$ cat src/design/button_debounce_press_events_macros.svh
// ----------------------------------------------------------------------------
// Assertion macros for the button debounce block
// Shared property wrappers, clocked on clock, reset is synchronous active high.
// ----------------------------------------------------------------------------
`ifndef BUTTON_DEBOUNCE_PRESS_EVENTS_MACROS_SVH
`define BUTTON_DEBOUNCE_PRESS_EVENTS_MACROS_SVH

// checked only outside reset
`define BDPE_ASSERT(lbl, prop, msg) \
   lbl: assert property (@(posedge clock) disable iff (reset) prop) else $error(msg);

// checked on every edge, reset included
`define BDPE_ASSERT_ALWAYS(lbl, prop, msg) \
   lbl: assert property (@(posedge clock) prop) else $error(msg);

`endif

$ cat src/design/bdpe_pkg.sv
// ----------------------------------------------------------------------------
// bdpe_pkg
// Types, constants and helpers shared by the button debounce block.
// ----------------------------------------------------------------------------
`timescale 1ns / 1ps
`default_nettype none

package bdpe_pkg;

   localparam int BUTTONS     = 3;
   localparam int QUEUE_DEPTH = 8;
   localparam int PTR_W       = $clog2(QUEUE_DEPTH);
   localparam int LIMITS      = 3;

   localparam int STEP_W     = 10;
   localparam int THR_W      = 16;
   localparam int TIME_W     = 32;
   localparam int CODE_W     = 3;
   localparam int DROP_W     = 2;
   localparam int STB_W      = 3;
   localparam int CSR_IDX_W  = 3;
   localparam int CSR_DATA_W = 32;

   // register indexes
   localparam logic [CSR_IDX_W-1:0] CSR_DEBOUNCE_STEP      = 3'd0;
   localparam logic [CSR_IDX_W-1:0] CSR_DEBOUNCE_THRESHOLD = 3'd1;
   localparam logic [CSR_IDX_W-1:0] CSR_LONG_LIMIT_A       = 3'd2;
   localparam logic [CSR_IDX_W-1:0] CSR_LONG_LIMIT_B       = 3'd3;
   localparam logic [CSR_IDX_W-1:0] CSR_LONG_LIMIT_C       = 3'd4;

   localparam logic [STEP_W-1:0] STEP_RESET      = 10'd10;
   localparam logic [THR_W-1:0]  THRESHOLD_RESET = 16'd30;
   localparam logic [TIME_W-1:0] LIMIT_RESET     = 32'd1000;

   localparam logic FUNC_SAMPLE = 1'b0;
   localparam logic FUNC_READ   = 1'b1;

   localparam logic [CODE_W-1:0] EV_NONE       = 3'd0;
   localparam logic [CODE_W-1:0] EV_SHORT_BASE = 3'd1;
   localparam logic [CODE_W-1:0] EV_LONG_BASE  = 3'd4;

   localparam logic [THR_W-1:0] COUNT_MAX = '1;

   typedef struct packed {
      logic              func;
      logic [2:0]        pressed_bits;
      logic [TIME_W-1:0] now_ms;
   } req_word_type;

   typedef struct packed {
      logic [CODE_W-1:0] event_code;
      logic [DROP_W-1:0] dropped;
      logic [STB_W-1:0]  stable_bits;
   } rsp_word_type;

   // what one button lane found on a sample tick
   typedef struct packed {
      logic valid;
      logic is_long;
   } lane_event_type;

   function automatic logic [PTR_W-1:0] ptr_next(input logic [PTR_W-1:0] p);
      if (p == PTR_W'(QUEUE_DEPTH - 1)) begin
         return '0;
      end
      return p + PTR_W'(1);
   endfunction

endpackage

`default_nettype wire

$ cat src/design/bdpe_lane.sv
// ----------------------------------------------------------------------------
// bdpe_lane
// One button: debounce counter, stable level, hold timer and event detect.
// ----------------------------------------------------------------------------
`timescale 1ns / 1ps
`default_nettype none

module bdpe_lane (
   input  wire logic                        clock,
   input  wire logic                        reset,
   input  wire logic                        tick,
   input  wire logic                        raw,
   input  wire logic [bdpe_pkg::TIME_W-1:0] now_ms,
   input  wire logic [bdpe_pkg::STEP_W-1:0] step,
   input  wire logic [bdpe_pkg::THR_W-1:0]  threshold,
   input  wire logic [bdpe_pkg::TIME_W-1:0] limit,
   output bdpe_pkg::lane_event_type         lane_ev,
   output logic                             stable_nx
);
   import bdpe_pkg::*;

   logic              raw_last_ff, raw_last_in;
   logic              stable_ff, stable_in;
   logic              fired_ff, fired_in;
   logic [THR_W-1:0]  count_ff, count_in;
   logic [TIME_W-1:0] start_ff, start_in;

   logic              same;
   logic [THR_W:0]    cnt_sum;
   logic [THR_W-1:0]  cnt_sat;
   logic              rise, fall, fired_eff, short_ev, long_ev;
   logic [TIME_W-1:0] start_eff, held;

   always_comb begin
      same    = (raw == raw_last_ff);
      cnt_sum = {1'b0, count_ff} + {{(THR_W - STEP_W + 1){1'b0}}, step};
      cnt_sat = cnt_sum[THR_W] ? COUNT_MAX : cnt_sum[THR_W-1:0];

      stable_nx = (tick && same && (cnt_sat >= threshold)) ? raw : stable_ff;
      rise      = !stable_ff && stable_nx;
      fall      = stable_ff && !stable_nx;

      // a fresh press restarts the hold timer on this very sample
      fired_eff = rise ? 1'b0 : fired_ff;
      start_eff = rise ? now_ms : start_ff;
      held      = now_ms - start_eff;

      short_ev = tick && fall && !fired_ff;
      long_ev  = tick && stable_nx && !fired_eff && (held >= limit);

      lane_ev.valid   = short_ev || long_ev;
      lane_ev.is_long = long_ev;

      raw_last_in = raw_last_ff;
      count_in    = count_ff;
      stable_in   = stable_ff;
      start_in    = start_ff;
      fired_in    = fired_ff;
      if (tick) begin
         if (same) begin
            count_in = cnt_sat;
         end else begin
            raw_last_in = raw;
            count_in    = '0;
         end
         stable_in = stable_nx;
         start_in  = start_eff;
         // long flag sticks even if the ring drops the word
         fired_in  = fall ? 1'b0 : (long_ev ? 1'b1 : fired_eff);
      end
   end

   always_ff @(posedge clock) begin
      if (reset) begin
         raw_last_ff <= 1'b0;
         stable_ff   <= 1'b0;
         fired_ff    <= 1'b0;
         count_ff    <= '0;
         start_ff    <= '0;
      end else begin
         raw_last_ff <= raw_last_in;
         stable_ff   <= stable_in;
         fired_ff    <= fired_in;
         count_ff    <= count_in;
         start_ff    <= start_in;
      end
   end

endmodule

`default_nettype wire

$ cat src/design/bdpe_ring.sv
// ----------------------------------------------------------------------------
// bdpe_ring
// Merges lane events in button order into the event ring; pops on read.
// ----------------------------------------------------------------------------
`timescale 1ns / 1ps
`default_nettype none

module bdpe_ring (
   input  wire logic                          clock,
   input  wire logic                          reset,
   input  wire logic                          tick,
   input  wire logic                          read,
   input  bdpe_pkg::lane_event_type           lane_ev [bdpe_pkg::BUTTONS],
   output logic [bdpe_pkg::CODE_W-1:0]        event_code,
   output logic [bdpe_pkg::DROP_W-1:0]        dropped
);
   import bdpe_pkg::*;
   `include "button_debounce_press_events_macros.svh"

   logic [CODE_W-1:0] ring_ff [QUEUE_DEPTH];
   logic [PTR_W-1:0]  head_ff, head_in;
   logic [PTR_W-1:0]  tail_ff, tail_in;

   logic              wr_en   [BUTTONS];
   logic [PTR_W-1:0]  wr_addr [BUTTONS];
   logic [CODE_W-1:0] wr_code [BUTTONS];

   // pushes chain through the tail; a push that would reach head is dropped
   always_comb begin
      logic [PTR_W-1:0] t;
      logic [PTR_W-1:0] nt;
      t       = tail_ff;
      dropped = '0;
      for (int k = 0; k < BUTTONS; k++) begin
         nt         = ptr_next(t);
         wr_en[k]   = 1'b0;
         wr_addr[k] = t;
         wr_code[k] = lane_ev[k].is_long ? (EV_LONG_BASE + CODE_W'(k))
                                         : (EV_SHORT_BASE + CODE_W'(k));
         if (tick && lane_ev[k].valid) begin
            if (nt == head_ff) begin
               if (dropped != '1) begin
                  dropped = dropped + DROP_W'(1);
               end
            end else begin
               wr_en[k] = 1'b1;
               t        = nt;
            end
         end
      end
      tail_in = t;
   end

   always_comb begin
      event_code = EV_NONE;
      head_in    = head_ff;
      if (read && (head_ff != tail_ff)) begin
         event_code = ring_ff[head_ff];
         head_in    = ptr_next(head_ff);
      end
   end

   always_ff @(posedge clock) begin
      if (reset) begin
         head_ff <= '0;
         tail_ff <= '0;
      end else begin
         head_ff <= head_in;
         tail_ff <= tail_in;
      end
   end

   always_ff @(posedge clock) begin
      for (int k = 0; k < BUTTONS; k++) begin
         if (wr_en[k]) begin
            ring_ff[wr_addr[k]] <= wr_code[k];
         end
      end
   end

   `BDPE_ASSERT(a_ptr_range, (head_ff < QUEUE_DEPTH) && (tail_ff < QUEUE_DEPTH), "ring pointer out of range")
   `BDPE_ASSERT(a_drop_on_tick, (dropped != '0) |-> tick, "drop reported outside a sample tick")
   `BDPE_ASSERT(a_read_keeps_tail, read |=> (tail_ff == $past(tail_ff)), "read moved the tail")
   `BDPE_ASSERT(a_pop_moves_head, (read && (head_ff != tail_ff)) |=> (head_ff != $past(head_ff)), "pop did not advance head")

endmodule

`default_nettype wire

$ cat src/design/button_debounce_press_events.sv
// ----------------------------------------------------------------------------
// button_debounce_press_events
// Debounce for three push buttons with short and long press events.
//
// Input channel req_: one word per item. func sample carries the raw pressed
// bits and the ms time; every button lane updates its debounce counter and
// hold timer, and new events go into an 8 slot ring (7 usable, extra events
// are dropped and counted). func read pops the oldest event, or none.
// Result channel rsp_: exactly one word per item, with the popped event,
// the drop count of the tick and the debounced levels after the item.
// csr_: write-only register port, applied at the edge where csr_we is high;
// write only while the block is idle.
// Output: the result is registered; under a stall it waits in the skid register.
// Throughput: one item per cycle unless stalled; every lane and the ring
// merge finish in the accepting cycle; the state is at once ready again.
// Stall: an output register plus one skid register; req_ready drops only
// when both hold words the receiver has not taken.
// Reset: all buttons released, counters and timers clear, ring empty,
// registers at their defaults (step 10, threshold 30, limits 1000 ms).
// ----------------------------------------------------------------------------
`timescale 1ns / 1ps
`default_nettype none

module button_debounce_press_events (
   input  wire logic                            clock,
   input  wire logic                            reset,
   input  wire logic                            req_valid,
   output logic                                 req_ready,
   input  bdpe_pkg::req_word_type               req_word,
   output logic                                 rsp_valid,
   input  wire logic                            rsp_ready,
   output bdpe_pkg::rsp_word_type               rsp_word,
   input  wire logic                            csr_we,
   input  wire logic [bdpe_pkg::CSR_IDX_W-1:0]  csr_index,
   input  wire logic [bdpe_pkg::CSR_DATA_W-1:0] csr_wdata
);
   import bdpe_pkg::*;
   `include "button_debounce_press_events_macros.svh"

   logic [STEP_W-1:0] step_ff, step_in;
   logic [THR_W-1:0]  thr_ff, thr_in;
   logic [TIME_W-1:0] limit_ff [LIMITS];
   logic [TIME_W-1:0] limit_in [LIMITS];

   logic           accept, tick, read, pop;
   lane_event_type lane_ev [BUTTONS];
   logic [BUTTONS-1:0] stable_vec;
   logic [CODE_W-1:0]  rd_code;
   logic [DROP_W-1:0]  drops;
   rsp_word_type       result;

   logic         out_v_ff, out_v_in;
   logic         skid_v_ff, skid_v_in;
   rsp_word_type out_ff, out_in;
   rsp_word_type skid_ff, skid_in;

   assign req_ready = !skid_v_ff;
   assign accept    = req_valid && req_ready;
   assign tick      = accept && (req_word.func == FUNC_SAMPLE);
   assign read      = accept && (req_word.func == FUNC_READ);
   assign pop       = out_v_ff && rsp_ready;

   always_comb begin
      step_in = step_ff;
      thr_in  = thr_ff;
      for (int i = 0; i < LIMITS; i++) begin
         limit_in[i] = limit_ff[i];
      end
      if (csr_we) begin
         unique case (csr_index)
            CSR_DEBOUNCE_STEP:      step_in     = csr_wdata[STEP_W-1:0];
            CSR_DEBOUNCE_THRESHOLD: thr_in      = csr_wdata[THR_W-1:0];
            CSR_LONG_LIMIT_A:       limit_in[0] = csr_wdata[TIME_W-1:0];
            CSR_LONG_LIMIT_B:       limit_in[1] = csr_wdata[TIME_W-1:0];
            CSR_LONG_LIMIT_C:       limit_in[2] = csr_wdata[TIME_W-1:0];
            default: ;
         endcase
      end
   end

   always_ff @(posedge clock) begin
      if (reset) begin
         step_ff <= STEP_RESET;
         thr_ff  <= THRESHOLD_RESET;
         for (int i = 0; i < LIMITS; i++) begin
            limit_ff[i] <= LIMIT_RESET;
         end
      end else begin
         step_ff <= step_in;
         thr_ff  <= thr_in;
         for (int i = 0; i < LIMITS; i++) begin
            limit_ff[i] <= limit_in[i];
         end
      end
   end

   for (genvar g = 0; g < BUTTONS; g++) begin : g_lane
      bdpe_lane u_lane (
         .clock     (clock),
         .reset     (reset),
         .tick      (tick),
         .raw       (req_word.pressed_bits[g]),
         .now_ms    (req_word.now_ms),
         .step      (step_ff),
         .threshold (thr_ff),
         .limit     (limit_ff[g]),
         .lane_ev   (lane_ev[g]),
         .stable_nx (stable_vec[g])
      );
   end

   bdpe_ring u_ring (
      .clock      (clock),
      .reset      (reset),
      .tick       (tick),
      .read       (read),
      .lane_ev    (lane_ev),
      .event_code (rd_code),
      .dropped    (drops)
   );

   always_comb begin
      result.event_code  = rd_code;
      result.dropped     = drops;
      result.stable_bits = STB_W'(stable_vec);
   end

   // output word plus one skid word
   always_comb begin
      out_v_in  = out_v_ff;
      skid_v_in = skid_v_ff;
      out_in    = out_ff;
      skid_in   = skid_ff;
      if (skid_v_ff) begin
         if (pop) begin
            out_in    = skid_ff;
            skid_v_in = 1'b0;
         end
      end else if (accept) begin
         if (!out_v_ff || pop) begin
            out_in   = result;
            out_v_in = 1'b1;
         end else begin
            skid_in   = result;
            skid_v_in = 1'b1;
         end
      end else if (pop) begin
         out_v_in = 1'b0;
      end
   end

   always_ff @(posedge clock) begin
      if (reset) begin
         out_v_ff  <= 1'b0;
         skid_v_ff <= 1'b0;
      end else begin
         out_v_ff  <= out_v_in;
         skid_v_ff <= skid_v_in;
      end
      out_ff  <= out_in;
      skid_ff <= skid_in;
   end

   assign rsp_valid = out_v_ff;
   assign rsp_word  = out_ff;

   `BDPE_ASSERT_ALWAYS(a_skid_needs_out, skid_v_ff |-> out_v_ff, "skid word without output word")
   `BDPE_ASSERT(a_accept_fills_out, accept |=> out_v_ff, "accepted item left no result word")
   `BDPE_ASSERT(a_skid_only_on_stall, (!$past(skid_v_ff) && skid_v_ff) |-> $past(out_v_ff && !rsp_ready), "skid filled without a stall")

endmodule

`default_nettype wire

$ cat config.mk
export PLATFORM = sky130hd
export DESIGN_NAME = button_debounce_press_events
export DESIGN_NICKNAME = d
export VERILOG_FILES = /design/src/design/bdpe_pkg.sv /design/src/design/bdpe_lane.sv /design/src/design/bdpe_ring.sv /design/src/design/button_debounce_press_events.sv
export VERILOG_INCLUDE_DIRS = /design/src /design/src/design
export SDC_FILE = /design/constraint.sdc
export NUM_CORES = 1
export LEC_CHECK = 0
export BUFFER_PORTS_ARGS = -buffer_cell sky130_fd_sc_hd__buf_2
export CORE_MARGIN = 4
export CORE_UTILIZATION = 68
export CTS_CLUSTER_SIZE = 20
export DETAILED_ROUTE_END_ITERATION = 12
export PLACE_DENSITY = 0.91
export SYNTH_ARGS = -nofsm -noshare
export SYNTH_HDL_FRONTEND = slang
export SYNTH_SLANG_ARGS = --single-unit
$ cat constraint.sdc
create_clock -name clock -period 39.3 [get_ports clock]
set_clock_uncertainty 0.15 [all_clocks]
set_input_delay 0 -clock clock [delete_from_list [all_inputs] [get_ports clock]]
set_output_delay 0 -clock clock [all_outputs]
set_load 0.01 [all_outputs]
# Word level (Yosys, flattened, before mapping)
# Memories as Yosys holds them, arrays and structs flattened. A register that Yosys moved wholly into a read port is not among the register bits.
# Cells that the tools add are included.
# classes
addsub,12
order_cmp,6
eq_ne,19
muxes,87
bitwise_logic,9
n_reduce_logical,65
# ops
cell,count
2-to-1 mux 32 bit,9
greater-or-equal comparator 32 bit,3
2-to-1 mux 16 bit,6
2-to-1 mux 96 bit,1
subtractor 32 bit,3
2-to-1 mux 3 bit,20
adder 16 x 10 -> 17 bit,3
greater-or-equal comparator 16 bit,3
2-to-1 mux 1 bit,40
logical AND 1 bit,35
2-to-1 mux 8 bit,4
== test 3 bit (second input constant),5
logical NOT 1 bit,14
2-to-1 mux 2 bit,7
adder 3 x 1 -> 3 bit (second input constant),4
AND reduction 2 bit,5
== test 3 bit,3
AND reduction 3 bit,3
== test 3 x 2 -> 1 bit (second input constant),2
inequality test 2 bit (second input constant),3
NOT 1 bit,6
nonzero test 2 bit,3
adder 2 x 1 -> 2 bit (second input constant),2
logical OR 1 bit,4
6 further kinds,10
# totals
regBits,203
ramBits,120
input_bits,76
mem_count,2
# mem_list
memory,depth,word_bits,read_ports,rd_ports_with_merged_regs,wr,line,text
limit_ff,3,32,3,0,3,button_debounce_press_events.sv:42,logic [TIME_W-1:0] limit_ff [LIMITS];
u_ring.ring_ff,8,3,1,1,3,bdpe_ring.sv:20,logic [CODE_W-1:0] ring_ff [QUEUE_DEPTH];

# Logic depth before layout (Yosys ltp)
# Gate-level depths: netlist of the first run.
# logic_depth
word_depth,29
depth_mapped,64

# Cells and area by module
# Synthesis of the first run repeated with hierarchy kept, for this count alone.
# unflattened
hier_cells,2827
area_unflattened_um2,23615.1
# modules_own_cells
mod,instances,cells_per_inst,area_per_inst_um2,seq_area_each_um2
bdpe_lane (g_lane[0].u_lane),1,683,5474.0,1021.0
bdpe_lane (g_lane[2].u_lane),1,660,5306.3,1021.0
bdpe_lane (g_lane[1].u_lane),1,648,5233.8,1021.0
button_debounce_press_events,1,566,4954.8,2962.8
bdpe_ring,1,270,2646.3,820.8

# Worst setup path after synthesis of the first run
# No wires, ideal clock.
# synth_timing
path_type,flip-flop to flip-flop
startpoint,register step_ff[0]
endpoint,"memory u_ring.ring_ff[6][0], enable pin"
arrival_time_ps,12742
required_time_ps,38850
setup_slack_ps,26108
path_stages_with_launch,61
path_buffers,5
path_cell_list,dfxtp_1 ha_1 fa_1 a21o_1 a21oi_1 o21bai_1 a21oi_1 o21bai_1 a21oi_1 o21bai_1 a21o_1 nand2_1 or3_1 clkbuf_1 nand2_1 ha_1 nand4_1 nor3_2 [25 not listed] a41o_1 o211ai_2 a21oi_2 mux2i_1 inv_1 ha_1 xnor3_2 a31oi_2 mux2_2 ha_1 ha_1 o31a_1 a211o_1 a21bo_1 buf_6 or3b_1 buf_2 nand3_1
# synth_rtl
item,line,text
"start, declared",button_debounce_press_events.sv:40,"logic [STEP_W-1:0] step_ff, step_in;"
"start signal, assigned",button_debounce_press_events.sv:89,step_ff <= step_in;
"end, declared",bdpe_ring.sv:20,

==> results.yml, run 1 <==
outcome:
  status: "complete, no violations"
setup_path:
  critical_path_depth: 56
  rr_worst_depth: 56
  critPathLaunchType: "flip-flop"
  cp.required_ns: 39.37
  critical_path_class: "flip-flop to flip-flop"
  path_common_cell: "ha_1"
  cp_slowest_cell: "a311oi_1"
  crit_family: "compound AO/OA/AOI/OAI gates"
  worstPathArrival_ns: 15.44
  worst-path-buf-inv: 2
  endpoint_kind: "flip-flop"
  cp_max_fo: 35
  cpPeakStageDelay_ns: 0.52
sta:
  relSlewSlack_pct: 20.5
  layout_min_cycle_time_ns: 15.37
  setup_tns_ns: 0
  worstMarginPinSlew_ns: 1.19
  finalHoldViolations: 0
  setup-violations-final: 0
  rsz0062_at_grt: "false"
  drv_slew: 0
  finalCritPeriodShare_pct: 39.1
  fmax_mhz: 65.0
power:
  powerDensity_nw_per_um2: 34.9
  leakage_nw: 10.2
  clock_power_share_pct: 41.7
  p_sw_mw: 0.247
  total_power_mw: 0.872
  switching_share_pct: 28.3
  vdd_drop_max_mv: 0.0378
  pwr-share-comb_pct: 18.7
  internal_power_mw: 0.626
  sequentialPowerShare_pct: 39.6
global_route:
  track_usage_pct: 34.7
  grt_pass1_wl_mm: 103
  grt_max_degree: 114
  grt_pass1_vias: 21100
  grt_overflow: 0
  antenna_found_initial: 2
logic_synthesis:
  yosys-top-cells-area: "dfxtp_1 (27%), ha_1 (16%), nand2_1 (6.7%)"
  synthesis.area_um2: 22200
  ys.flop_type: "dfxtp_1"
  async_flop_share_pct: 0
  syn_nets: 3045
  ys_warn_count: 0
  synth_cell_types: 88
  yosysSeqAreaShare_pct: 30.9
  synth_edf_count: 32
  syn_avg_cell_area_um2: 8.25
  ys_ff_latch: 326
  synth_most_common_cell: "nand2_1"
  syn_inst: 2688
  yosysTopAreaCell: "dfxtp_1"
  synth.top_cells.by_count: "nand2_1 (395), dfxtp_1 (294), ha_1 (275)"
  synth_top_area_share_pct: 26.5
floorplanning:
  fp.dieH_um: 189
  dieArea_um2: 35600
  pin_count: 86
  coreArea_um2: 31900
  initial_core_util_pct: 69.6
  die_x_um: 189
  rows: 65
clocking:
  cts_buffer_depth: 3
  cts_max_level: 2
  clk_latency_ns: 0.53
  cts_made_buffers: 38
  clk_pin_slew_ns: 0.06
  cts_tree: "done"
  cts_setup_buffers: 0
  clockRootBuffer: "clkbuf_16"
  clock_sinks: 326
cells_and_area:
  drive_gt1_share_pct: 7.61
  nNetsFinal: 3167
  n_antenna_cell: 0
  fillers: 2114
  syn2layout_area_growth_pct: 12.7
detailed_routing:
  vias: 20800
  vias_per_cell: 6.35
  drt-initial-drc-count: 1649
  ant_nets: 0
  drc_errors: 0
  postRouteWirelength_mm: 63.2
  wl_per_cell_um: 19.3
  first_pass_iters: 7
min_path:
  holdPathStages: 5
  worstHoldPathType: "primary input to flip-flop"
run:
  cap_violations: 0
placed_design:
  place_congestion: 0.975
  dp_hpwl_mm: 43.0
  io_buffers: 85
## final cells by class
type | instances | area (um^2) | share of cell area, %
Clock inverter | 13 | 164 | 0.656
Timing Repair Buffer | 183 | 1370 | 5.49
Multi-Input combinational cell | 2085 | 14300 | 57.2
Sequential cell | 326 | 6850 | 27.4
Clock buffer | 55 | 1110 | 4.43
Inverter | 176 | 661 | 2.64
Tap cell | 435 | 544 | 2.18
## power groups by stage
stage | combinational (mW) | sequential, mW | clock (mW)
after floorplan | 0.107 | 0.352 | 0
after global placement | 0.141 | 0.352 | 0
after detailed placement | 0.149 | 0.353 | 0
after CTS | 0.157 | 0.345 | 0.364
after global routing | 0.179 | 0.346 | 0.381
final | 0.163 | 0.346 | 0.364
## repair_timing
item	CTS	global route
hold buffers	81	0
resized for setup	0	0
hold endpoints to repair	280	0
## flip-flops by register name, indices dropped and copies added, names as in the netlist, 8 cells and up, named ones only
signal / flops
g_lane.u_lane.count_ff: 48
g_lane.u_lane.start_ff: 96
limit_ff: 96
rsp_word: 8
skid_ff: 8
step_ff: 10
thr_ff: 16
u_ring.ring_ff: 24
## through the flow
step	setup slack, ns	cells	instance area (um^2)	util [%]	hold slack [ns]
after floorplan	26.11	2688	22200	-	-0.0499
after global placement	25.01	3124	22900	71.9	0.0651
after detailed placement	24.37	3124	22900	71.9	0.0793
after CTS	24.19	3273	25000	78.4	0.0591
after global routing	22.86	3273	25000	78.4	0.107
final	23.93	3273	25000	78.4	0.0770
## cells by family (layout without fill, tap and decap cells)
kind of cell | Yosys count | in the layout | synth area share [%]
muxes | 139 | 139 | 6.70
xor gates and xnor gates | 121 | 121 | 4.85
DFF | 326 | 326 | 30.9
AOI/OAI and AO/OA | 656 | 656 | 18.7
buffers and inverters | 277 | 427 | 4.75
and+or+nand+nor | 888 | 888 | 18.1
adders and majority gates | 281 | 281 | 16.1
## placed cells by master, fill, tap and decap left out, types with 11 or more instances in the layout
cell type and count:
o21a_1 20, ha_1 275, nand3b_1 24, nand2b_1 25
mux2_2 16, buf_2 84, dlygate4sd3_1 81, inv_1 175
nor2b_1 42, a22o_1 25, nor3_1 23, a21boi_0 14
nand2_1 395, nand3_1 40, a31oi_1 16, o211ai_1 16
or3_1 14, mux2i_1 117, edfxtp_1 32, a211o_1 11
clkbuf_16 39, a211oi_1 24, dfxtp_1 294, xor2_1 31
nor2_1 228, and3_1 15, a21o_1 54, a21oi_1 253
buf_4 17, xnor2_1 89, o21ai_0 117, nand4_1 25
o21bai_1 18
## metal layers
layer | share of wire (%) | global-route usage (%) | vias up
li1 | - | - | 9718
met1 | 38 | 41.6 | 9725
met2 | 47 | 58.9 | 1012
met3 | 8.0 | 5.45 | 326
met4 | 6.3 | 20.3 | 4
met5 | 0.043 | 0 | -
## worst paths after layout
path                                 startpoint                   end  slack (ns)
worst max-delay path                 step_ff[0]  u_ring.ring_ff[4][2]       23.93
worst min-delay path                     csr_we       limit_ff[0][66]        0.08
worst max register to register       step_ff[0]  u_ring.ring_ff[4][2]       23.93
worst min register to register  limit_ff[0][55]       limit_ff[0][55]        0.30
## tightest hold or removal path, stage by stage
cell     delay (ns)
buf_2          0.11
and3_1         0.15
buf_4          0.28
nand2_1        0.12
a21oi_1        0.05
No activity file was read; power rests on OpenSTA's default activity.
==> run 2, diff against run 1 <==
--- a/config.mk
+++ b/config.mk
@@ -6,12 +6,13 @@
 export SDC_FILE = /design/constraint.sdc
 export NUM_CORES = 1
 export LEC_CHECK = 0
+export ABC_AREA = 1
 export BUFFER_PORTS_ARGS = -buffer_cell sky130_fd_sc_hd__buf_2
 export CORE_MARGIN = 4
-export CORE_UTILIZATION = 68
+export CORE_UTILIZATION = 57
 export CTS_CLUSTER_SIZE = 20
 export DETAILED_ROUTE_END_ITERATION = 12
-export PLACE_DENSITY = 0.91
+export PLACE_DENSITY = 0.81
 export SYNTH_ARGS = -nofsm -noshare
 export SYNTH_HDL_FRONTEND = slang
 export SYNTH_SLANG_ARGS = --single-unit
==> constraint.sdc (replaced) <==
create_clock -name clock -period 14.1 [get_ports clock]
set_clock_uncertainty 0.15 [all_clocks]
set_input_delay 0 -clock clock [delete_from_list [all_inputs] [get_ports clock]]
set_output_delay 0 -clock clock [all_outputs]
set_load 0.01 [all_outputs]
==> run 2 against run 1 <==
Sequential power rose to 2.9 times the previous value. Cell count increased by 13%. Hold slack better by 0.10 ns. Global-route usage is 4.9 points lower. Wire length rose by 0.94%. Maximum frequency up 18%. Critical path type unchanged. Setup slack got worse by 23 ns. Non-clock buffer count rose by 8. First-iteration DRC count decreased by 2.1%. Combinational power grew to 4.8 times the previous value. Via count increased by 1.1%. Sequential share of layout area rose by 0.062 points.
==> results.yml, run 2 <==
global_route:
  grt_pass1_vias: 20100
  antenna_found_initial: 1
  track_usage_pct: 29.8
  grt_overflow: 0
  grt_max_degree: 125
  grt_pass1_wl_mm: 101
logic_synthesis:
  ys_ff_latch: 326
  synth_mux_area_share_pct: 0.0916
  synth-xor-area-share_pct: 4.77
  ys_warn_count: 0
  synth.top_cells.by_count: "nand2_1 (585), a21oi_1 (357), inv_1 (338)"
  synth_most_common_cell: "nand2_1"
  synth_top_area_share_pct: 26.9
  synthesis.area_um2: 21900
  yosysTopAreaCell: "dfxtp_1"
  async_flop_share_pct: 0
  syn_nets: 3365
  yosysSeqAreaShare_pct: 31.3
  synth_top_family_by_area: "simple AND/OR/NAND/NOR gates"
  synth_compound_area_share_pct: 19.7
  synthAdderAreaFrac_pct: 16.3
  syn_avg_cell_area_um2: 7.26
  yosys-top-cells-area: "dfxtp_1 (27%), ha_1 (16%), nand2_1 (10%)"
  synth_edf_count: 32
  synthSimpleGateAreaFrac_pct: 20.0
  ys.flop_type: "dfxtp_1"
  synth_cell_types: 62
  syn_inst: 3008
sta:
  drv_slew: 0
  layout_min_cycle_time_ns: 13.06
  finalCritPeriodShare_pct: 92.7
  finalHoldViolations: 0
  fmax_mhz: 76.5
  setup-violations-final: 0
  setup_tns_ns: 0
  relSlewSlack_pct: 16.1
  whs_ns: 0.178
  worstMarginPinSlew_ns: 1.26
cells_and_area:
  drive_gt1_share_pct: 7.03
  reg_top3: "g_lane.u_lane.start_ff: 96 flops, limit_ff: 96 flops, g_lane.u_lane.count_ff: 48 flops"
  n_antenna_cell: 0
  fillers: 3161
  syn2layout_area_growth_pct: 14.1
  post-route-util_pct: 66.0
  mostFrequentLayoutCell: "nand2_1"
  mostFrequentLayoutCells: "nand2_1 (585), a21oi_1 (357), inv_1 (337)"
  nNetsFinal: 3499
clocking:
  cts_tree: "done"
  cts_max_level: 2
  clock_sinks: 326
  clk_pin_slew_ns: 0.06
  clockRootBuffer: "clkbuf_16"
  cts_made_buffers: 38
  clk_latency_ns: 0.56
  cts_buffer_depth: 3
detailed_routing:
  wl_per_cell_um: 17.3
  vias: 21000
  ant_nets: 0
  drc_errors: 0
  vias_per_cell: 5.70
  drt-initial-drc-count: 1614
  postRouteWirelength_mm: 63.8
  first_pass_iters: 5
setup_path:
  rr_worst_depth: 80
  worstPathArrival_ns: 13.18
  reg2reg_from: "step_ff[0]"
  cp_max_fo: 29
  critPathLaunchType: "flip-flop"
  cp.required_ns: 14.22
  cp_slowest_cell: "fa_1"
  endpoint_kind: "flip-flop"
  critical_path_class: "flip-flop to flip-flop"
  r2r_slack_ns: 1.04
  r2r-end: "u_ring.ring_ff[4][2]"
  path_common_cell: "nand2_1"
  cpPeakStageDelay_ns: 0.41
floorplanning:
  rows: 71
  dieArea_um2: 41500
  die_x_um: 204
  pin_count: 86
  coreArea_um2: 37800
  initial_core_util_pct: 57.9
  fp.dieH_um: 204
placed_design:
  dp_hpwl_mm: 46.2
  place_congestion: 0.967
  io_buffers: 85
min_path:
  worstHoldPathType: "primary input to flip-flop"
  min_from: "csr_wdata[28]"
  holdPathStages: 4
  hold_end: "limit_ff[0][28]"
outcome:
  status: "complete, no violations"
power:
  total_power_mw: 2.85
  vdd_drop_max_mv: 0.0999
  leakage_nw: 11.0
  powerDensity_nw_per_um2: 114
run:
  cap_violations: 0
==> run 2: cell count changes in the layout (fill, tap and decap cells not counted), moves of 47 or more <==
cell,before,now
xor2_1,31,78
xnor2_1,89,41
mux2i_1,117,2
nand2_1,395,585
a21oi_1,253,357
inv_1,175,337
o21ai_0,117,308
a21o_1,54,7
==> run 2: report_power, final <==
part	internal (mW)	switching, mW
clock	0.652	0.420
sequential	0.976	0.0211
combinational	0.294	0.484
==> run 2: layer usage <==
metal	up-vias	wire length, um	GRT usage, %	share of wire [%]
li1	10400	-	-	-
met1	9647	27000	39.3	42
met2	819	28900	49.1	45
met3	182	5250	4.29	8.2
met4	2	2690	12.5	4.2
met5	-	13	0	0.020
==> run 2: cell type report <==
cell class | count | area (um^2) | area share, %
well taps | 511 | 639 | 2.56
clock buffers | 55 | 1170 | 4.69
clock inverters | 15 | 190 | 0.763
multi-input cells | 2233 | 13300 | 53.4
repair buffers | 191 | 1440 | 5.76
inverters | 352 | 1330 | 5.33
flip-flops and latches | 326 | 6850 | 27.5
==> run 2: worst max-delay path, delay by kind of cell (launching register included) <==
| family | cells | cell delay [ns] |
|---|---|---|
| compound gates | 18 | 3.38 |
| flops | 1 | 0.38 |
| fa+ha+maj | 9 | 2.43 |
| buf+inv | 10 | 1.41 |
| simple gates | 40 | 4.60 |
| xor+xnor | 3 | 0.45 |
==> run 2: how the worst max path moves through the flow <==
stage	startpoint	endpoint	slack [ns]	cells past startpoint
3_3_place_gp	step_ff[1]	u_ring.ring_ff[4][0]	0.68	65
4_1_cts	step_ff[1]	u_ring.ring_ff[4][2]	0.29	67
5_1_grt	step_ff[0]	u_ring.ring_ff[4][2]	-0.02	84
3_5_place_dp	step_ff[1]	u_ring.ring_ff[4][0]	0.36	67
2_1_floorplan	step_ff[0]	u_ring.ring_ff[4][0]	3.14	80
6_report	step_ff[0]	u_ring.ring_ff[4][2]	1.04	80
==> run 2: logic make-up after synthesis <==
family,Yosys count
xor+xnor,119
fa+ha+maj,281
flops,326
buf+inv,449
mux,2
simple gates,1038
compound gates,793
==> run 2: metrics by stage <==
step	setup WS (ns)	instance area, um^2	cells
final	1.04	24900	3683
after CTS	0.291	24900	3682
after detailed placement	0.358	22700	3527
after floorplan	3.14	21900	3008
after global routing	-0.0162	24900	3683
after global placement	0.684	22700	3527
==> run 2: timing repair <==
action | 4_1_cts | 5_1_grt
hold endpoints to repair | 301 | 0
setup endpoints to repair | 0 | 47
setup buffers | 0 | 1
gates resized for setup | 0 | 4
hold buffers | 85 | 0
